$ cat config.mk
export PLATFORM = sky130hd
export DESIGN_NAME = imhq_key_cmp
export DESIGN_NICKNAME = d
export VERILOG_FILES = /design/src/rtl/indexed_min_heap_queue_unit_assert.svh /design/src/rtl/imhq_pkg.sv /design/src/rtl/imhq_key_cmp.sv
export SDC_FILE = /design/constraint.sdc
export NUM_CORES = 1
export LEC_CHECK = 0
export BUFFER_PORTS_ARGS = -buffer_cell sky130_fd_sc_hd__buf_2
export CAP_MARGIN = 20
export CORE_MARGIN = 4
export CORE_UTILIZATION = 45
export DETAILED_ROUTE_END_ITERATION = 8
export PLACE_DENSITY_LB_ADDON = 0.2
export SLEW_MARGIN = 30
export SYNTH_ARGS = -nofsm -noshare
export SYNTH_HDL_FRONTEND = slang
export SYNTH_SLANG_ARGS = --single-unit
$ cat constraint.sdc
create_clock -name vclk -period 2.1
set_input_delay 0.105 -clock vclk [all_inputs]
set_output_delay 0.105 -clock vclk [all_outputs]
set_load 0.01 [all_outputs]
$ cat src/rtl/indexed_min_heap_queue_unit_assert.svh
// Assertion macros shared by the indexed heap queue RTL.
// No dependencies.
`ifndef INDEXED_MIN_HEAP_QUEUE_UNIT_ASSERT_SVH
`define INDEXED_MIN_HEAP_QUEUE_UNIT_ASSERT_SVH
// Implication checked on every clock edge outside reset.
`define IMHQ_ASSERT_IMP(lbl, ante, cons) \
  lbl: assert property (@(posedge clk) disable iff (!rst_n) (ante) |-> (cons)) \
    else $error("imhq check failed");
// Implication whose consequent is checked in the cycle after the antecedent.
`define IMHQ_ASSERT_NXT(lbl, ante, cons) \
  lbl: assert property (@(posedge clk) disable iff (!rst_n) (ante) |=> (cons)) \
    else $error("imhq check failed");
`endif

$ cat src/rtl/imhq_pkg.sv
// Package for the indexed heap queue: payload types, codes, states.
// No dependencies.
package imhq_pkg;
  localparam int NODES_DEF = 256;
  localparam int KEY_BITS_DEF = 32;
  localparam int NODE_W = 8;
  localparam int KEY_IN_W = 32;
  localparam int COUNT_W = 9;

  typedef enum logic [1:0] {
    OP_INSERT = 2'd0,
    OP_EXTRACT = 2'd1,
    OP_CHANGE = 2'd2,
    OP_NOP = 2'd3
  } op_t;

  typedef enum logic [2:0] {
    ST_OK = 3'd0,
    ST_EMPTY = 3'd1,
    ST_FULL = 3'd2,
    ST_DUP = 3'd3,
    ST_ABSENT = 3'd4
  } status_t;

  typedef struct packed {
    logic [1:0] opcode;
    logic [NODE_W-1:0] node_id;
    logic [KEY_IN_W-1:0] key;
  } in_item_t;

  typedef struct packed {
    logic [NODE_W-1:0] min_node;
    logic [2:0] status;
    logic [COUNT_W-1:0] count;
    logic is_empty;
  } out_item_t;

  typedef enum logic [4:0] {
    S_IDLE,
    S_CHK,
    S_UP_RD,
    S_UP_KEY,
    S_UP_CMP,
    S_UP_WR,
    S_DN_RD0,
    S_DN_RD1,
    S_DN_RD2,
    S_DN_CMP,
    S_DN_WR,
    S_EX_RD,
    S_EX_WR,
    S_DONE
  } state_t;

  typedef struct packed {
    logic lt;
  } cmp_res_t;
endpackage

$ cat src/rtl/imhq_key_cmp.sv
// Shared key comparator for the heap sequencer.
// Depends on imhq_pkg.
module imhq_key_cmp #(
  parameter int KEY_BITS = imhq_pkg::KEY_BITS_DEF
) (
  input  logic [KEY_BITS-1:0] a,
  input  logic [KEY_BITS-1:0] b,
  output imhq_pkg::cmp_res_t  res
);
  import imhq_pkg::*;
  always_comb begin
    res.lt = (a < b);
  end
endmodule

==> flow_metrics.py, run 1 <==
metrics = {
    "layout": {
        "final_net_count": 272,
        "diodes": 0,
        "nFlopsAndLatches": 0,
        "clockBufferCount": 0,
        "post-route-util": 0.724,
        "regArea_um2": 0,
        "syn_to_final_growth_pct": 44.5,
        "stdcell_count": 199,
        "drive_gt1_frac": 0.383,
    },
    "global_route": {
        "grt_pass1_vias": 870,
        "grt.met2_usage": 0.300,
        "grt_pass1_wl_mm": 3.21,
        "grt-ovfl-total": 0,
        "grt.busiest_layer": "met2",
        "grt_util_met1": 0.179,
        "globalRouteMet3Util": 0.0120,
        "grt_max_degree": 4,
        "grt_usage": 0.150,
        "antenna_found_initial": 0,
    },
    "clock_network": {
        "ctsResizeCount": 0,
        "hold_buffers": 0,
        "postCtsSetupBuffers": 0,
    },
    "setup_path": {
        "critPathMaxFanout": 1,
        "arrival_ns": 1.62,
        "cp-end-kind": "output port",
        "critical_path_required_ns": 2.00,
        "start_kind": "input port",
        "criticalPathCategory": "in -> out",
    },
    "status": {
        "run_status": "completed",
    },
    "route": {
        "wl_mm": 1.91,
        "drtIter0Drc": 2,
        "drt-pass1-iter-count": 4,
        "postRouteAntennaNets": 0,
        "vias_per_cell": 4.68,
        "vias": 932,
        "wl_per_cell_um": 9.61,
        "drc": 0,
    },
    "yosys": {
        "synth_area_leaders": "ha_1 49%, inv_1 15%, a21oi_1 6.9%",
        "synth_cells": 110,
        "ys_types": 19,
        "syn_area_um2": 798,
        "syn_avg_cell_area_um2": 7.26,
        "synth_common_cells": "31 x ha_1, 31 x inv_1, 11 x a21oi_1",
        "yosysSeqAreaShare": 0,
        "yosysWarnings": 0,
        "synth_top_area_share": 0.486,
        "syn_nets": 205,
        "yosys.area.top_type": "ha_1",
    },
    "timing": {
        "period_needed_ns": 1.73,
        "holdWs_ns": 0.696,
        "fin_tns_setup_ns": 0,
        "rsz0062_at_grt": "false",
        "drv_slew": 0,
        "max_freq_mhz": 579,
        "max_slew_margin": 0.847,
        "period_share": 0.822,
        "layout_setup_ws_ns": 0.374,
        "worst_pin_slew_ns": 0.226,
        "setup_viol": 0,
        "hold_violations": 0,
    },
    "pwr": {
        "p_per_area_mw_per_mm2": 166,
        "p_leak_nw": 0.760,
        "ir_drop_mv": 0.0890,
    },
    "die": {
        "core_mm2": 0.00159,
        "die_x_um": 50.1,
        "die_y_um": 50.1,
        "dieArea_mm2": 0.00251,
        "floorplan.initialDensity": 0.501,
        "ios": 65,
        "core.rowCount": 14,
    },
    "place": {
        "placed_cells": 199,
        "dp_hpwl_mm": 1.87,
        "dp_slack_ns": 0.358,
        "io_buffers": 65,
        "place_congestion": 0.718,
    },
    "worst_hold_path": {
        "min_path_type": "in -> out",
    },
    "flow_run": {
        "drv_cap": 0,
    },
}
-- path summary, 6_finish.rpt --
check,from,end,slack (ns),cells past startpoint
setup / recovery,b[1],res,0.37,8
hold / removal,a[15],res,0.70,5
-- where the power goes --
part / leakage, nW / internal (W) / switching [W] / total [W]
logic: 0.760 / 0.000106 / 0.0000853 / 0.000191
registers: 0 / 0 / 0 / 0
clock network: 0 / 0 / 0 / 0
-- per-layer routing --
| layer | share of wire | wire length (um) |
|---|---|---|
| met1 | 0.41 | 776 |
| met4 | 0 | 0 |
| met5 | 0 | 0 |
| met2 | 0.51 | 973 |
| met3 | 0.085 | 163 |
-- cells by family (layout without fill, tap and decap cells) --
group / Yosys count / count (layout) / share of synthesized area
buffers and inverters: 31 / 96 / 0.146
adder cells (fa/ha/maj): 31 / 31 / 0.486
AO/OA/AOI/OAI: 24 / 24 / 0.208
AND/OR/NAND/NOR: 24 / 24 / 0.160
-- critical path, cell delays in order --
cell	delay (ns)
buf_2	0.08
inv_1	0.04
ha_1	0.30
a2111oi_4	0.28
nor4b_1	0.08
or4_1	0.47
a21oi_1	0.13
buf_2	0.14
-- cell usage in the layout, fill, tap and decap left out --
cell | synthesis | routed
o21a_1 | 2 | 2
inv_1 | 31 | 31
nand2b_4 | 1 | 1
ha_1 | 31 | 31
a21oi_1 | 11 | 11
nor3_1 | 1 | 1
nor4b_1 | 1 | 1
nand2_1 | 10 | 10
a2111oi_4 | 1 | 1
o2bb2ai_1 | 1 | 1
or4_1 | 1 | 1
nand4_1 | 2 | 2
a221oi_1 | 2 | 2
a21boi_0 | 1 | 1
o21ai_0 | 4 | 4
and4_1 | 2 | 2
a21o_1 | 2 | 2
nand3_1 | 2 | 2
nor2_1 | 4 | 4
buf_2 | 0 | 65
-- metrics by stage --
stage | area [um^2] | total power [W]
2_1_floorplan | 798 | 0.000109
3_3_place_gp | 1150 | 0.000184
3_5_place_dp | 1150 | 0.000193
4_1_cts | 1150 | 0.000195
5_1_grt | 1150 | 0.000226
6_report | 1150 | 0.000191
-- final cells by class --
class              count  area [um^2]
inverters             31          116
multi-input cells     79          682
well taps             24         30.0
repair buffers        65          325
fillers              153          440
Note: power is estimated with default switching activity, not from simulation.
==> inputs of run 2 (changes only) <==
--- a/config.mk
+++ b/config.mk
@@ -8,7 +8,7 @@
 export BUFFER_PORTS_ARGS = -buffer_cell sky130_fd_sc_hd__buf_2
 export CAP_MARGIN = 20
 export CORE_MARGIN = 4
-export CORE_UTILIZATION = 45
+export CORE_UTILIZATION = 38
 export DETAILED_ROUTE_END_ITERATION = 8
 export PLACE_DENSITY_LB_ADDON = 0.2
 export SLEW_MARGIN = 30
==> constraint.sdc (replaced) <==
create_clock -name vclk -period 1.5
set_input_delay 0.075 -clock vclk [all_inputs]
set_output_delay 0.075 -clock vclk [all_outputs]
set_load 0.01 [all_outputs]
==> flow_metrics.py, run 2 (same netlist as run 1, synthesis figures left out) <==
metrics = {
    "status": {
        "run_status": "complete, but fails checks",
        "violations": "setup timing",
    },
    "route": {
        "vias": 947,
        "wl_per_cell_um": 9.83,
        "vias_per_cell": 4.67,
        "drtIter0Drc": 0,
        "wl_mm": 2.00,
        "drc": 0,
        "drt-pass1-iter-count": 1,
        "postRouteAntennaNets": 0,
    },
    "timing": {
        "holdWs_ns": 0.650,
        "worst_pin_slew_ns": 0.265,
        "rsz0062_at_grt": "true",
        "max_freq_mhz": 597,
        "max_slew_margin": 0.823,
        "drv_slew": 0,
        "period_share": 1.12,
        "hold_violations": 0,
        "setup_viol": 1,
        "period_needed_ns": 1.67,
        "layout_setup_ws_ns": -0.175,
    },
    "layout": {
        "final_net_count": 273,
        "nFillCells": 196,
        "syn_to_final_growth_pct": 49.1,
        "final_cell_mix": "65 x buf_2, 31 x inv_1, 29 x ha_1, 11 x a21oi_1, 10 x nand2_1",
        "final_common_cell": "buf_2",
        "drive_gt1_frac": 0.398,
        "regArea_um2": 0,
        "nFlopsAndLatches": 0,
        "diodes": 0,
        "clockBufferCount": 0,
        "post-route-util": 0.600,
    },
    "global_route": {
        "grt-ovfl-total": 0,
        "grt_usage": 0.123,
        "antenna_found_initial": 0,
        "grt_pass1_vias": 827,
        "grt_max_degree": 4,
        "grt_pass1_wl_mm": 2.84,
    },
    "die": {
        "die_x_um": 53.8,
        "core_mm2": 0.00198,
        "die_y_um": 53.8,
        "dieArea_mm2": 0.00290,
        "floorplan.initialDensity": 0.403,
        "core.rowCount": 16,
        "ios": 65,
    },
    "worst_hold_path": {
        "min_path_type": "in -> out",
        "holdPathStages": 6,
    },
    "place": {
        "dp_hpwl_mm": 1.95,
        "dp_slack_ns": -0.236,
        "io_buffers": 65,
        "place_congestion": 0.680,
    },
    "setup_path": {
        "criticalPathCategory": "in -> out",
        "cp-end-kind": "output port",
        "critical_path_required_ns": 1.42,
        "start_kind": "input port",
        "arrival_ns": 1.60,
        "critPathMaxFanout": 1,
    },
    "pwr": {
        "ir_drop_mv": 0.134,
        "p_per_area_mw_per_mm2": 235,
        "p_leak_nw": 0.764,
    },
    "clock_network": {
        "hold_buffers": 0,
    },
    "flow_run": {
        "drv_cap": 0,
    },
}
==> run 2: changes by cell type in the layout (fill, tap and decap cells not counted) <==
cell,previous run,this run
ha_1,31,29
ha_4,0,2
buf_4,0,1
==> run 2: final timing paths <==
check	from	end	slack (ns)
worst max-delay path	b[1]	res	-0.17
worst min-delay path	a[31]	res	0.65
==> run 2: area by class of cell <==
class | count | area (um^2) | area share
inverter | 31 | 116 | 0.0978
timing repair buffer | 66 | 333 | 0.280
tap | 27 | 33.8 | 0.0284
multi-input combinational | 79 | 707 | 0.594
==> run 2: power breakdown <==
part	total, W	leakage [nW]	switching, W	internal [W]
clock network	0	0	0	0
logic	0.000279	0.764	0.000124	0.000155
registers	0	0	0	0
==> run 2: worst max-delay path: stages <==
cell	delay, ns
buf_2	0.09
inv_1	0.07
ha_4	0.20
a2111oi_4	0.30
nor4b_1	0.09
or4_1	0.49
a21oi_1	0.14
buf_2	0.15
==> run 2: metal layers <==
layer | share of wire | global-route usage | up-vias
met1 | 0.35 | 0.124 | 400
met4 | 0.0080 | 0.0128 | 0
li1 | - | - | 508
met2 | 0.54 | 0.266 | 37
met5 | 0 | 0 | -
met3 | 0.10 | 0.0111 | 2
==> run 2: stage by stage <==
step | TNS (ns) | cell area (um^2) | instances | total power [W]
floorplan | 0 | 798 | 110 | 0.000152
CTS | -0.229 | 1180 | 203 | 0.000282
global route | -0.209 | 1190 | 203 | 0.000324
detailed placement | -0.236 | 1160 | 203 | 0.000276
global placement | -0.191 | 1160 | 203 | 0.000264
finish | -0.175 | 1190 | 203 | 0.000279
==> run 2: timing repair <==
item                                    CTS  global route
setup buffers                             0             0
resized for setup                         1             1
endpoints found under the setup margin    1             1
pin swaps                                 1             1
